===== config.mk =====
export PLATFORM = sky130hd
export DESIGN_NAME = top_n_peak_list_with_separation
export DESIGN_NICKNAME = d
export VERILOG_FILES = /design/src/rtl/core/tnpl_pkg.sv /design/src/rtl/core/tnpl_ram.sv /design/src/rtl/core/tnpl_dist_unit.sv /design/src/rtl/core/top_n_peak_list_with_separation.sv
export SDC_FILE = /design/constraint.sdc
export NUM_CORES = 1
export LEC_CHECK = 0
export BUFFER_PORTS_ARGS = -buffer_cell sky130_fd_sc_hd__buf_2
export CORE_MARGIN = 3
export CORE_UTILIZATION = 63
export DETAILED_ROUTE_END_ITERATION = 10
export PLACE_DENSITY = 0.85
export REMOVE_ABC_BUFFERS = 1
export SYNTH_ARGS = -nofsm -noshare
export SYNTH_HDL_FRONTEND = slang
export SYNTH_SLANG_ARGS = --single-unit

===== constraint.sdc =====
create_clock -name clk -period 11.1 [get_ports clk]
set_clock_uncertainty 0.2 [all_clocks]
set_input_delay 1.665 -clock clk [delete_from_list [all_inputs] [get_ports clk]]
set_output_delay 1.665 -clock clk [all_outputs]
set_load 0.01 [all_outputs]

===== src/rtl/core/tnpl_pkg.sv =====
// Shared types and constants for the top-N peak list block.
package tnpl_pkg;

    // Configuration register indexes and widths
    localparam int CFG_INDEX_W      = 1;
    localparam logic [CFG_INDEX_W-1:0] CFG_ACTIVE_COUNT = 1'b0;
    localparam logic [CFG_INDEX_W-1:0] CFG_MIN_SEP_SQ   = 1'b1;
    localparam int ACTIVE_COUNT_W   = 5;
    localparam int MIN_SEP_W        = 22;
    localparam int CFG_DATA_W       = 22;
    localparam logic [ACTIVE_COUNT_W-1:0] ACTIVE_COUNT_RST = 5'd16;

    // Request kinds carried in tuser bit 0
    localparam logic REQ_OFFER   = 1'b0;
    localparam logic REQ_READOUT = 1'b1;

    // Distance sequence: three operand loads, then the sum settles
    localparam int PH_W = 3;
    localparam logic [PH_W-1:0] PH_ROW  = 3'd0;
    localparam logic [PH_W-1:0] PH_COL  = 3'd1;
    localparam logic [PH_W-1:0] PH_RAD  = 3'd2;
    localparam logic [PH_W-1:0] PH_DONE = 3'd4;

    typedef enum logic [3:0] {
        ST_IDLE,
        ST_TAIL_CHK,
        ST_WALK_RD,
        ST_WALK_CHK,
        ST_DIST,
        ST_SHIFT_RD,
        ST_SHIFT_WR,
        ST_INSERT,
        ST_OUT_RD,
        ST_OUT_LD
    } tnpl_state_t;

    // Control of the shared squared-difference accumulator
    typedef struct packed {
        logic load;   // square the operands this cycle
        logic first;  // this square restarts the sum
    } dist_ctrl_t;

endpackage


===== src/rtl/core/tnpl_ram.sv =====
// Generic single-write, single-read RAM with registered read data.
module tnpl_ram #(
    parameter int WIDTH = 52,
    parameter int DEPTH = 16
) (
    input  logic                                   clk,
    input  logic                                   wr_en,
    input  logic [(DEPTH > 1 ? $clog2(DEPTH) : 1)-1:0] wr_addr,
    input  logic [WIDTH-1:0]                       wr_data,
    input  logic                                   rd_en,
    input  logic [(DEPTH > 1 ? $clog2(DEPTH) : 1)-1:0] rd_addr,
    output logic [WIDTH-1:0]                       rd_data
);

    logic [WIDTH-1:0] mem_reg [DEPTH];
    logic [WIDTH-1:0] rd_data_reg;

    always_ff @(posedge clk)
    begin
        if (wr_en)
        begin
            mem_reg[wr_addr] <= wr_data;
        end
        if (rd_en)
        begin
            rd_data_reg <= mem_reg[rd_addr];
        end
    end

    assign rd_data = rd_data_reg;

endmodule


===== src/rtl/core/tnpl_dist_unit.sv =====
// Shared squared-difference unit with accumulator for peak distances.
module tnpl_dist_unit
    import tnpl_pkg::*;
#(
    parameter int DW = 10
) (
    input  logic            clk,
    input  logic            rst_n,
    input  dist_ctrl_t      ctrl,
    input  logic [DW-1:0]   op_a,
    input  logic [DW-1:0]   op_b,
    output logic [2*DW+1:0] sum
);

    logic [DW-1:0]   diff;
    logic [2*DW-1:0] sq_next;
    logic [2*DW-1:0] sq_reg;
    logic [2*DW+1:0] acc_reg;
    logic            load_d_reg;
    logic            first_d_reg;

    assign diff    = (op_a > op_b) ? (op_a - op_b) : (op_b - op_a);
    assign sq_next = diff * diff;

    always_ff @(posedge clk or negedge rst_n)
    begin
        if (!rst_n)
        begin
            load_d_reg  <= 1'b0;
            first_d_reg <= 1'b0;
        end
        else
        begin
            load_d_reg  <= ctrl.load;
            first_d_reg <= ctrl.first;
        end
    end

    // product registered, then accumulated in the cycle after
    always_ff @(posedge clk)
    begin
        if (ctrl.load)
        begin
            sq_reg <= sq_next;
        end
        if (load_d_reg)
        begin
            acc_reg <= first_d_reg ? (2*DW+2)'(sq_reg)
                                   : acc_reg + (2*DW+2)'(sq_reg);
        end
    end

    assign sum = acc_reg;

endmodule


===== src/rtl/core/top_n_peak_list_with_separation.sv =====
// Top level of the top-N peak list with minimum separation between kept peaks.
//
// Usage: items arrive on the s_ stream. tuser bit 0 selects the request:
// an offer of a candidate peak, or a readout of the list. An offered
// candidate is kept if it is non-zero, flagged as a peak, beats the weakest
// active slot and lies at least the configured distance from every stronger
// entry; lower entries then move down one slot. A readout emits one item per
// active slot on the m_ stream, strongest first, tlast on the final slot,
// and then empties the list.
// Flow: s_tready is high only while the sequencer is idle. An offer that
// reaches the list is accepted, passes a tail check when the weakest slot
// is full, walks the stronger entries (read, compare and a five-step pass
// through the one shared squared-difference unit each), checks the slot
// that ends the walk and compares it if an entry is stored there, moves
// each slot below the insertion point with a read and a write, makes the
// last shift test and inserts. A readout reads each slot through the single
// RAM read port. Results sit in an output register, so a new item is taken
// while the last result still waits.
// Reset empties the list and loads the register defaults; the RAM needs no
// clearing. A stalled receiver holds the readout at its current slot.
module top_n_peak_list_with_separation
    import tnpl_pkg::*;
#(
    parameter int MAX_PEAKS      = 16,
    parameter int COORD_WIDTH    = 10,
    parameter int RADIUS_WIDTH   = 8,
    parameter int STRENGTH_WIDTH = 24
) (
    input  logic                   clk,
    input  logic                   rst_n,
    // configuration write port
    input  logic                   cfg_we,
    input  logic [CFG_INDEX_W-1:0] cfg_index,
    input  logic [CFG_DATA_W-1:0]  cfg_data,
    // request stream
    input  logic                   s_tvalid,
    output logic                   s_tready,
    // s_tdata from bit 0: row_pos, col_pos, radius_pos, vote_strength, zero fill
    input  logic [((2*COORD_WIDTH+RADIUS_WIDTH+STRENGTH_WIDTH+7)/8)*8-1:0] s_tdata,
    // s_tuser from bit 0: req_type, is_peak
    input  logic [1:0]             s_tuser,
    // result stream
    output logic                   m_tvalid,
    input  logic                   m_tready,
    // m_tdata from bit 0: peak_row, peak_col, peak_radius, peak_strength, zero fill
    output logic [((2*COORD_WIDTH+RADIUS_WIDTH+STRENGTH_WIDTH+7)/8)*8-1:0] m_tdata,
    // m_tuser from bit 0: slot_used
    output logic [0:0]             m_tuser,
    output logic                   m_tlast
);

    localparam int ENTRY_W = 2*COORD_WIDTH + RADIUS_WIDTH + STRENGTH_WIDTH;
    localparam int TDATA_W = ((ENTRY_W + 7) / 8) * 8;
    localparam int COL_LO  = COORD_WIDTH;
    localparam int RAD_LO  = 2*COORD_WIDTH;
    localparam int STR_LO  = 2*COORD_WIDTH + RADIUS_WIDTH;
    localparam int IDX_W   = (MAX_PEAKS > 1) ? $clog2(MAX_PEAKS) : 1;
    localparam int CNT_W   = $clog2(MAX_PEAKS + 1);
    localparam int AW      = (CNT_W > ACTIVE_COUNT_W) ? CNT_W : ACTIVE_COUNT_W;
    localparam int DW      = (COORD_WIDTH > RADIUS_WIDTH) ? COORD_WIDTH : RADIUS_WIDTH;
    localparam int SUM_W   = 2*DW + 2;
    localparam int CMP_W   = (SUM_W > MIN_SEP_W) ? SUM_W : MIN_SEP_W;

    // configuration
    logic [ACTIVE_COUNT_W-1:0] active_count_reg;
    logic [MIN_SEP_W-1:0]      min_sep_reg;

    // sequencer
    tnpl_state_t           state_reg, state_next;
    logic [CNT_W-1:0]      idx_reg, idx_next;
    logic [IDX_W-1:0]      k_reg, k_next;
    logic [PH_W-1:0]       ph_reg, ph_next;
    logic [MAX_PEAKS-1:0]  valid_reg, valid_next;
    logic [ENTRY_W-1:0]    cand_reg;

    // output register
    logic                  m_valid_reg, m_valid_next;
    logic [ENTRY_W-1:0]    m_data_reg, m_data_next;
    logic                  m_used_reg, m_used_next;
    logic                  m_last_reg, m_last_next;
    logic                  m_load;

    // RAM and distance unit hookup
    logic                  ram_we;
    logic [IDX_W-1:0]      ram_waddr;
    logic [ENTRY_W-1:0]    ram_wdata;
    logic                  ram_re;
    logic [IDX_W-1:0]      ram_raddr;
    logic [ENTRY_W-1:0]    ram_rdata;
    dist_ctrl_t            dist_ctrl;
    logic [DW-1:0]         dist_a, dist_b;
    logic [SUM_W-1:0]      dist_sum;

    logic                  s_accept;
    logic                  m_free;
    logic [AW-1:0]         ac_ext;
    logic [CNT_W-1:0]      n_eff;
    logic [IDX_W-1:0]      tail_idx;
    logic [IDX_W-1:0]      cur_idx;
    logic [STRENGTH_WIDTH-1:0] in_str, cand_str, ent_str;

    // slots in use, clamped to 1..MAX_PEAKS
    assign ac_ext   = AW'(active_count_reg);
    assign n_eff    = (ac_ext == '0) ? CNT_W'(1) :
                      (ac_ext > AW'(MAX_PEAKS)) ? CNT_W'(MAX_PEAKS) : CNT_W'(ac_ext);
    assign tail_idx = IDX_W'(n_eff - CNT_W'(1));
    assign cur_idx  = idx_reg[IDX_W-1:0];

    assign s_tready = (state_reg == ST_IDLE);
    assign s_accept = s_tvalid && s_tready;
    assign m_free   = !m_valid_reg || m_tready;

    assign in_str   = s_tdata[STR_LO +: STRENGTH_WIDTH];
    assign cand_str = cand_reg[STR_LO +: STRENGTH_WIDTH];
    assign ent_str  = ram_rdata[STR_LO +: STRENGTH_WIDTH];

    tnpl_ram #(
        .WIDTH (ENTRY_W),
        .DEPTH (MAX_PEAKS)
    ) u_entries (
        .clk     (clk),
        .wr_en   (ram_we),
        .wr_addr (ram_waddr),
        .wr_data (ram_wdata),
        .rd_en   (ram_re),
        .rd_addr (ram_raddr),
        .rd_data (ram_rdata)
    );

    tnpl_dist_unit #(
        .DW (DW)
    ) u_dist (
        .clk   (clk),
        .rst_n (rst_n),
        .ctrl  (dist_ctrl),
        .op_a  (dist_a),
        .op_b  (dist_b),
        .sum   (dist_sum)
    );

    // operand feed: one coordinate per phase, stored entry against candidate
    always_comb
    begin
        dist_ctrl.load  = (state_reg == ST_DIST) && (ph_reg <= PH_RAD);
        dist_ctrl.first = (ph_reg == PH_ROW);
        case (ph_reg)
            PH_ROW:
            begin
                dist_a = DW'(ram_rdata[0 +: COORD_WIDTH]);
                dist_b = DW'(cand_reg[0 +: COORD_WIDTH]);
            end
            PH_COL:
            begin
                dist_a = DW'(ram_rdata[COL_LO +: COORD_WIDTH]);
                dist_b = DW'(cand_reg[COL_LO +: COORD_WIDTH]);
            end
            PH_RAD:
            begin
                dist_a = DW'(ram_rdata[RAD_LO +: RADIUS_WIDTH]);
                dist_b = DW'(cand_reg[RAD_LO +: RADIUS_WIDTH]);
            end
            default:
            begin
                dist_a = '0;
                dist_b = '0;
            end
        endcase
    end

    // sequencer: next state, RAM port control and output register load
    always_comb
    begin
        state_next   = state_reg;
        idx_next     = idx_reg;
        k_next       = k_reg;
        ph_next      = ph_reg;
        valid_next   = valid_reg;
        ram_we       = 1'b0;
        ram_waddr    = k_reg;
        ram_wdata    = ram_rdata;
        ram_re       = 1'b0;
        ram_raddr    = cur_idx;
        m_load       = 1'b0;
        m_valid_next = m_valid_reg && !m_tready;
        m_data_next  = m_data_reg;
        m_used_next  = m_used_reg;
        m_last_next  = m_last_reg;

        case (state_reg)
            ST_IDLE:
            begin
                idx_next = '0;
                if (s_accept)
                begin
                    if (s_tuser[0] == REQ_READOUT)
                    begin
                        state_next = ST_OUT_RD;
                    end
                    else if (in_str != '0 && s_tuser[1])
                    begin
                        if (valid_reg[tail_idx])
                        begin
                            ram_re     = 1'b1;
                            ram_raddr  = tail_idx;
                            state_next = ST_TAIL_CHK;
                        end
                        else
                        begin
                            state_next = ST_WALK_RD;
                        end
                    end
                end
            end

            // weakest active slot must be beaten
            ST_TAIL_CHK:
            begin
                state_next = (cand_str > ent_str) ? ST_WALK_RD : ST_IDLE;
            end

            ST_WALK_RD:
            begin
                if (idx_reg >= n_eff)
                begin
                    state_next = ST_IDLE;
                end
                else if (!valid_reg[cur_idx])
                begin
                    k_next     = tail_idx;
                    state_next = ST_SHIFT_RD;
                end
                else
                begin
                    ram_re     = 1'b1;
                    state_next = ST_WALK_CHK;
                end
            end

            // walk stops at the first entry that is not stronger
            ST_WALK_CHK:
            begin
                if (cand_str < ent_str)
                begin
                    ph_next    = PH_ROW;
                    state_next = ST_DIST;
                end
                else
                begin
                    k_next     = tail_idx;
                    state_next = ST_SHIFT_RD;
                end
            end

            ST_DIST:
            begin
                if (ph_reg == PH_DONE)
                begin
                    if (CMP_W'(dist_sum) < CMP_W'(min_sep_reg))
                    begin
                        state_next = ST_IDLE;
                    end
                    else
                    begin
                        idx_next   = idx_reg + CNT_W'(1);
                        state_next = ST_WALK_RD;
                    end
                end
                else
                begin
                    ph_next = ph_reg + PH_W'(1);
                end
            end

            // move slots idx..n-2 down by one, from the bottom up
            ST_SHIFT_RD:
            begin
                if (k_reg > cur_idx)
                begin
                    ram_re     = 1'b1;
                    ram_raddr  = k_reg - IDX_W'(1);
                    state_next = ST_SHIFT_WR;
                end
                else
                begin
                    state_next = ST_INSERT;
                end
            end

            ST_SHIFT_WR:
            begin
                ram_we            = 1'b1;
                ram_waddr         = k_reg;
                ram_wdata         = ram_rdata;
                valid_next[k_reg] = valid_reg[k_reg - IDX_W'(1)];
                k_next            = k_reg - IDX_W'(1);
                state_next        = ST_SHIFT_RD;
            end

            ST_INSERT:
            begin
                ram_we              = 1'b1;
                ram_waddr           = cur_idx;
                ram_wdata           = cand_reg;
                valid_next[cur_idx] = 1'b1;
                state_next          = ST_IDLE;
            end

            ST_OUT_RD:
            begin
                ram_re     = 1'b1;
                state_next = ST_OUT_LD;
            end

            // empty slots read out as zero
            ST_OUT_LD:
            begin
                if (m_free)
                begin
                    m_load       = 1'b1;
                    m_valid_next = 1'b1;
                    m_used_next  = valid_reg[cur_idx];
                    m_data_next  = valid_reg[cur_idx] ? ram_rdata : '0;
                    m_last_next  = (idx_reg == n_eff - CNT_W'(1));
                    if (idx_reg == n_eff - CNT_W'(1))
                    begin
                        valid_next = '0;
                        state_next = ST_IDLE;
                    end
                    else
                    begin
                        idx_next   = idx_reg + CNT_W'(1);
                        state_next = ST_OUT_RD;
                    end
                end
            end

            default:
            begin
                state_next = ST_IDLE;
            end
        endcase
    end

    always_ff @(posedge clk or negedge rst_n)
    begin
        if (!rst_n)
        begin
            state_reg        <= ST_IDLE;
            idx_reg          <= '0;
            k_reg            <= '0;
            ph_reg           <= PH_ROW;
            valid_reg        <= '0;
            m_valid_reg      <= 1'b0;
            active_count_reg <= ACTIVE_COUNT_RST;
            min_sep_reg      <= '0;
        end
        else
        begin
            state_reg   <= state_next;
            idx_reg     <= idx_next;
            k_reg       <= k_next;
            ph_reg      <= ph_next;
            valid_reg   <= valid_next;
            m_valid_reg <= m_valid_next;
            if (cfg_we && cfg_index == CFG_ACTIVE_COUNT)
            begin
                active_count_reg <= cfg_data[ACTIVE_COUNT_W-1:0];
            end
            if (cfg_we && cfg_index == CFG_MIN_SEP_SQ)
            begin
                min_sep_reg <= cfg_data[MIN_SEP_W-1:0];
            end
        end
    end

    // payload registers
    always_ff @(posedge clk)
    begin
        if (s_accept)
        begin
            cand_reg <= s_tdata[ENTRY_W-1:0];
        end
        if (m_load)
        begin
            m_data_reg <= m_data_next;
            m_used_reg <= m_used_next;
            m_last_reg <= m_last_next;
        end
    end

    assign m_tvalid   = m_valid_reg;
    assign m_tdata    = TDATA_W'(m_data_reg);
    assign m_tuser[0] = m_used_reg;
    assign m_tlast    = m_last_reg;

endmodule

; Yosys cells after proc, flatten, opt, wreduce, memory -nomap -nowiden
; Memory sizes are Yosys's and may differ from the RTL's. A register that Yosys moved wholly into a read port is not among the register bits.
; Cells that the tools add are included.
[totals]
reg_bits = 210
mem_bits_rw = 832
input_bits = 86
out_inout_bits = 60
mem_count = 1
[memory_table]
columns = memory, depth, width, rd, rd_ports_with_merged_regs, write_ports, line_no
row1 = u_entries.mem_reg, 16, 52, 1, 1, 1, tnpl_ram.sv:15  ; logic [WIDTH-1:0] mem_reg [DEPTH];
[op_classes]
add_sub_neg = 7
mul = 1
order_cmp = 14
eq_ne = 25
muxes = 69
bitwise_logic = 2
reduce_logical = 26
[ops]
columns = operator, count
row1 = $mux W4, 15
row2 = $pmux W10 S3, 2
row3 = $mux W52, 1
row4 = $pmux W16 S3, 1
row5 = $pmux W4 S9, 1
row6 = $mux W16, 2
row7 = $mux W5, 6
row8 = $gt A24 B24 Y1, 1
row9 = $lt A24 B24 Y1, 1
row10 = $reduce_bool A24 Y1, 1
row11 = $add A22 B20 Y22, 1
row12 = $lt A22 B22 Y1, 1
row13 = $mux W1, 21
row14 = $lt A4 B5 Y1 const B, 4
row15 = $mul A10 B10 Y20, 1
row16 = $mux W20, 1
row17 = $sub A10 B10 Y10, 2
row18 = $ne A2 B2 Y1 const B, 9
row19 = $bwmux W16, 1
row20 = $eq A4 B3 Y1 const B, 4
row21 = $or A16 B16 Y16, 1
row22 = $pmux W5 S3, 1
row23 = $bmux W1 S4, 3
row24 = $mux W3, 4
row25 = other kinds (39), 59

; Logic depth before layout (Yosys ltp)
[depth]
depth_word = 11
depth_mapped = 39

; Hierarchy
; A second synthesis with hierarchy kept.
[unflattened]
cells_unflattened = 3009
area_unflattened_um2 = 48725.5
[by_module_without_submodules]
columns = mod, instances, cells_each, area_per_inst_um2
row1 = tnpl_ram, 1, 1344, 32737.6
row2 = top_n_peak_list_with_separation, 1, 1021, 10029.6
row3 = tnpl_dist_unit, 1, 644, 5958.2

; Worst setup path after synthesis
; No wires, ideal clock.
[synth_timing]
path_type = reg2reg
start = reg ph_reg[0]
end = reg u_dist.sq_reg[19] (data pin)
t_arrival_ns = 8.158
t_required_ns = 10.638
slack_ns = 2.480
stages_incl_launch_ff = 36
period_less_slack_ns = 8.620
path_cell_list = dfrtp_1 inv_1 ha_1 nor2b_1 clkbuf_1 clkbuf_1 nand2_1 and3_1 ha_1 a211oi_1 nor2_1 or4_1 buf_2 nand2_1 mux2_2 a221oi_2 nand2_1 xnor2_1 buf_2 nor2_1 fa_1 inv_1 fa_1 fa_1 inv_1 fa_1 fa_1 ha_1 o211a_1 o21ai_0 nand2_1 a21o_1 a41o_1 a41oi_1 a21oi_1 xor2_1
[synth_between]
elab_chain_len = 5
word_cells_on_any_way = 10
[synth_rtl]
columns = element, line_no
row1 = start: declaration, top_n_peak_list_with_separation.sv:72  ; logic [PH_W-1:0] ph_reg, ph_next;
row2 = start signal: assignment, top_n_peak_list_with_separation.sv:362  ; ph_reg <= ph_next;
row3 = $eq A3 B2 Y1 (tied with other cells), top_n_peak_list_with_separation.sv:146  ; case (ph_reg)
row4 = $pmux W10 S3, top_n_peak_list_with_separation.sv:146
row5 = $sub A10 B10 Y10 / $gt A10 B10 Y1 (equally long branches), tnpl_dist_unit.sv:22  ; assign diff = (op_a > op_b) ? (op_a - op_b) : (op_b - op_a);
row6 = $mux W10 (*), tnpl_dist_unit.sv:22
row7 = $mul A10 B10 Y20 (*), tnpl_dist_unit.sv:23  ; assign sq_next = diff * diff;
row8 = net u_dist.sq_next[19], tnpl_dist_unit.sv:16  ; logic [2*DW-1:0] sq_next;
row9 = end signal: assignment, tnpl_dist_unit.sv:44  ; sq_reg <= sq_next;
row10 = end: declaration, tnpl_dist_unit.sv:17  ; logic [2*DW-1:0] sq_reg;
; Mark *: on every way through the listed nets, which the timed path passes. The rest lies on a longest branch.
; A chain may end at the register's enable or synchronous reset.

; Final worst setup path
[layout_timing]
start = reg ph_reg[1]
end = reg u_dist.sq_reg[19] (data pin)
; The elaborated chain is that of the path after synthesis.

==> flow_metrics.env <==
export IMPL_synth_mux_area_share_pct=9.85
export IMPL_hp_class="flop to flop"
export IMPL_cp_num_buf_inv=3
export IMPL_fillers=4760
export IMPL_synth_area_um2=49700
export IMPL_maxCapViolations=0
export IMPL_rows=102
export IMPL_path_common_cell="fa_1"
export IMPL_initial_core_util_pct=63.9
export IMPL_timing_final_ws_setup_ns=1.15
export IMPL_yosys_top_cells_area="edfxtp_1 62%, mux2i_1 8.6%, ha_1 4.0%"
export IMPL_synth_xor_area_share_pct=1.09
export IMPL_fin_crit_ns=9.95
export IMPL_cp_slowest_stage_delay_ns=0.85
export IMPL_cts_resized=0
export IMPL_grt_pass1_wl_um=185000
export IMPL_cts_sinks=1093
export IMPL_drt_initial_drc_count=3989
export IMPL_drv_slew=0
export IMPL_synth_largest_area_cell="edfxtp_1"
export IMPL_fp_dieW_um=287
export IMPL_yosysSeqAreaShare_pct=65.4
export IMPL_path_clk_slew_ns=0.06
export IMPL_root_buffer="clkbuf_16"
export IMPL_mostFrequentLayoutCells="1,031 x edfxtp_1, 461 x nand2_1, 425 x mux2i_1"
export IMPL_post_place_ws_ns=1.33
export IMPL_ctsLongestPathBuffers=3
export IMPL_yosysUniqueCellTypes=83
export IMPL_place_inst=4655
export IMPL_drive_gt1_share_pct=12.3
export IMPL_worstHoldStart="min_sep_reg[4]$_DFFE_PN0P_"
export IMPL_cts_hold_fix_buffers=0
export IMPL_ys_warn_count=0
export IMPL_setup_violations_final=0
export IMPL_synth_seq_cells=1093
export IMPL_drt_drc_violations_left=0
export IMPL_r2r_slack_ns=1.15
export IMPL_cts_setup_buffers=0
export IMPL_dpl_cell_area_um2=51600
export IMPL_wl_um=125000
export IMPL_final_cell_count_no_fill=4843
export IMPL_numCtsBuffers=102
export IMPL_insertion_delay_ns=0.67
export IMPL_rsz0062_at_grt="no"
export IMPL_area_delta_synth_final_pct=10.5
export IMPL_cp_end_kind="flop"
export IMPL_tns_ns=0
export IMPL_finalHoldViolations=0
export IMPL_grt_pass1_vias=31362
export IMPL_synth_top_area_share_pct=62.3
export IMPL_yosys_area_share_adder_pct=5.96
export IMPL_synth_flop_cell="edfxtp_1"
export IMPL_final_cell_area_um2=55000
export IMPL_setup_worst_path_start_class="flop"
export IMPL_grt_start_max_net_pins=149
export IMPL_nets=4012
export IMPL_critPathTopFamily="adder cells"
export IMPL_synth_top_family_by_area="multiplexers"
export IMPL_drtAntennaViolNets=0
export IMPL_dr_pass1_iters=6
export IMPL_cts_tree="built"
export IMPL_core_area_um2=77800
export IMPL_place_hpwl_um=68100
export IMPL_required_ns=11.31
export IMPL_layout_commonest_cell="edfxtp_1"
export IMPL_status="complete, no violations"
export IMPL_async_flop_share_pct=5.67
export IMPL_worstHoldEndpoint="min_sep_reg[4]$_DFFE_PN0P_"
export IMPL_largest_reg_flops=832
export IMPL_vias=31480
export IMPL_synth_enable_flop_cells=1031
export IMPL_via_per_inst=6.50
export IMPL_timing_rr_start="ph_reg[1]$_DFFE_PN0P_"
export IMPL_postSynthCellCount=3565
export IMPL_place_congestion=0.934
export IMPL_pin_count=146
export IMPL_fin_crit_sh_pct=89.7
export IMPL_synth_simple_area_share_pct=7.68
export IMPL_grtUsageTotal_pct=30.0
export IMPL_hold_depth=1
export IMPL_syn_avg_cell_area_um2=13.9
export IMPL_worst_pin_slew_ns=1.24
export IMPL_r2r_cells=30
export IMPL_dieArea_um2=82300
export IMPL_worstPathArrival_ns=10.17
export IMPL_portBuffers=137
export IMPL_chipHeight_um=287
export IMPL_critPathMaxFanout=21
export IMPL_fmax_mhz=100
export IMPL_synth_compound_area_share_pct=7.21
export IMPL_critical_path_class="flop to flop"
export IMPL_htree_levels=3
export IMPL_wl_per_cell_um=25.7
export IMPL_r2r_end="u_dist.sq_reg[19]$_DFFE_PP_"
export IMPL_gr_total_overflow=0
export IMPL_antenna_found_initial=3
export IMPL_crit_slowest_cell="nor2b_2"
export IMPL_relSlewSlack_pct=17.6
cells in the mapped netlist, types with 21 or more instances:
cell type / number
a21o_1: 33
a21oi_1: 87
a32oi_1: 104
and2_1: 38
buf_2: 47
buf_4: 35
clkbuf_1: 67
dfrtp_1: 61
edfxtp_1: 1031
fa_1: 50
ha_1: 157
inv_1: 155
mux2_2: 39
mux2i_1: 425
nand2_1: 464
nand2b_1: 30
nand3_1: 24
nor2_1: 208
o21ai_0: 89
o21ai_1: 99
xnor2_1: 37
xor2_1: 21
through the flow:
| step | hold slack, ns | utilization [%] |
|---|---|---|
| floorplan | 0.279 | - |
| global route | 0.332 | 70.6 |
| global placement | 0.291 | 66.3 |
| CTS | 0.316 | 70.6 |
| finish | 0.314 | 70.6 |
| detailed placement | 0.296 | 66.3 |
routing by layer:
metal	GRT usage [%]	part of all wire, %	up-vias
met5	0	0.010	-
met4	15.7	5.3	2
met3	5.62	12	474
met2	48.0	47	2142
met1	39.5	36	15313
li1	-	-	13549
worst max-delay path by stage:
stage                          start                         endpoint  slack (ns)  cells after the start
6_report       ph_reg[1]$_DFFE_PN0P_      u_dist.sq_reg[19]$_DFFE_PP_        1.15                     30
5_1_grt        ph_reg[1]$_DFFE_PN0P_      u_dist.sq_reg[19]$_DFFE_PP_        0.59                     29
3_3_place_gp   ph_reg[1]$_DFFE_PN0P_      u_dist.sq_reg[19]$_DFFE_PP_        1.57                     32
3_5_place_dp   ph_reg[1]$_DFFE_PN0P_      u_dist.sq_reg[19]$_DFFE_PP_        1.33                     30
2_1_floorplan  ac_ext[2]$_DFFE_PN0P_  u_entries.rd_data[50]$_DFFE_PP_       -3.23                     14
4_1_cts        ph_reg[1]$_DFFE_PN0P_      u_dist.sq_reg[19]$_DFFE_PP_        1.26                     30
cell families after synthesis:
kind of cell	after synthesis
compound gates	539
flops	1093
fa+ha+maj	207
mux	473
simple gates	876
xor+xnor	60
other cells	1
buf+inv	316
layout make-up:
| type | count | area (um^2) | share of cell area (%) |
|---|---|---|---|
| repair buffers | 207 | 1240 | 2.25 |
| multi-input cells | 2159 | 16000 | 29.1 |
| clock buffers | 123 | 2670 | 4.87 |
| well taps | 1040 | 1300 | 2.37 |
| inverters | 156 | 586 | 1.07 |
| flip-flops and latches | 1093 | 32500 | 59.2 |
| diodes | 1 | 2.50 | 0.00455 |
| clock inverters | 64 | 638 | 1.16 |
Power is not shown: default switching activity piles up to over one toggle a cycle in this logic, so the estimate is an artifact.
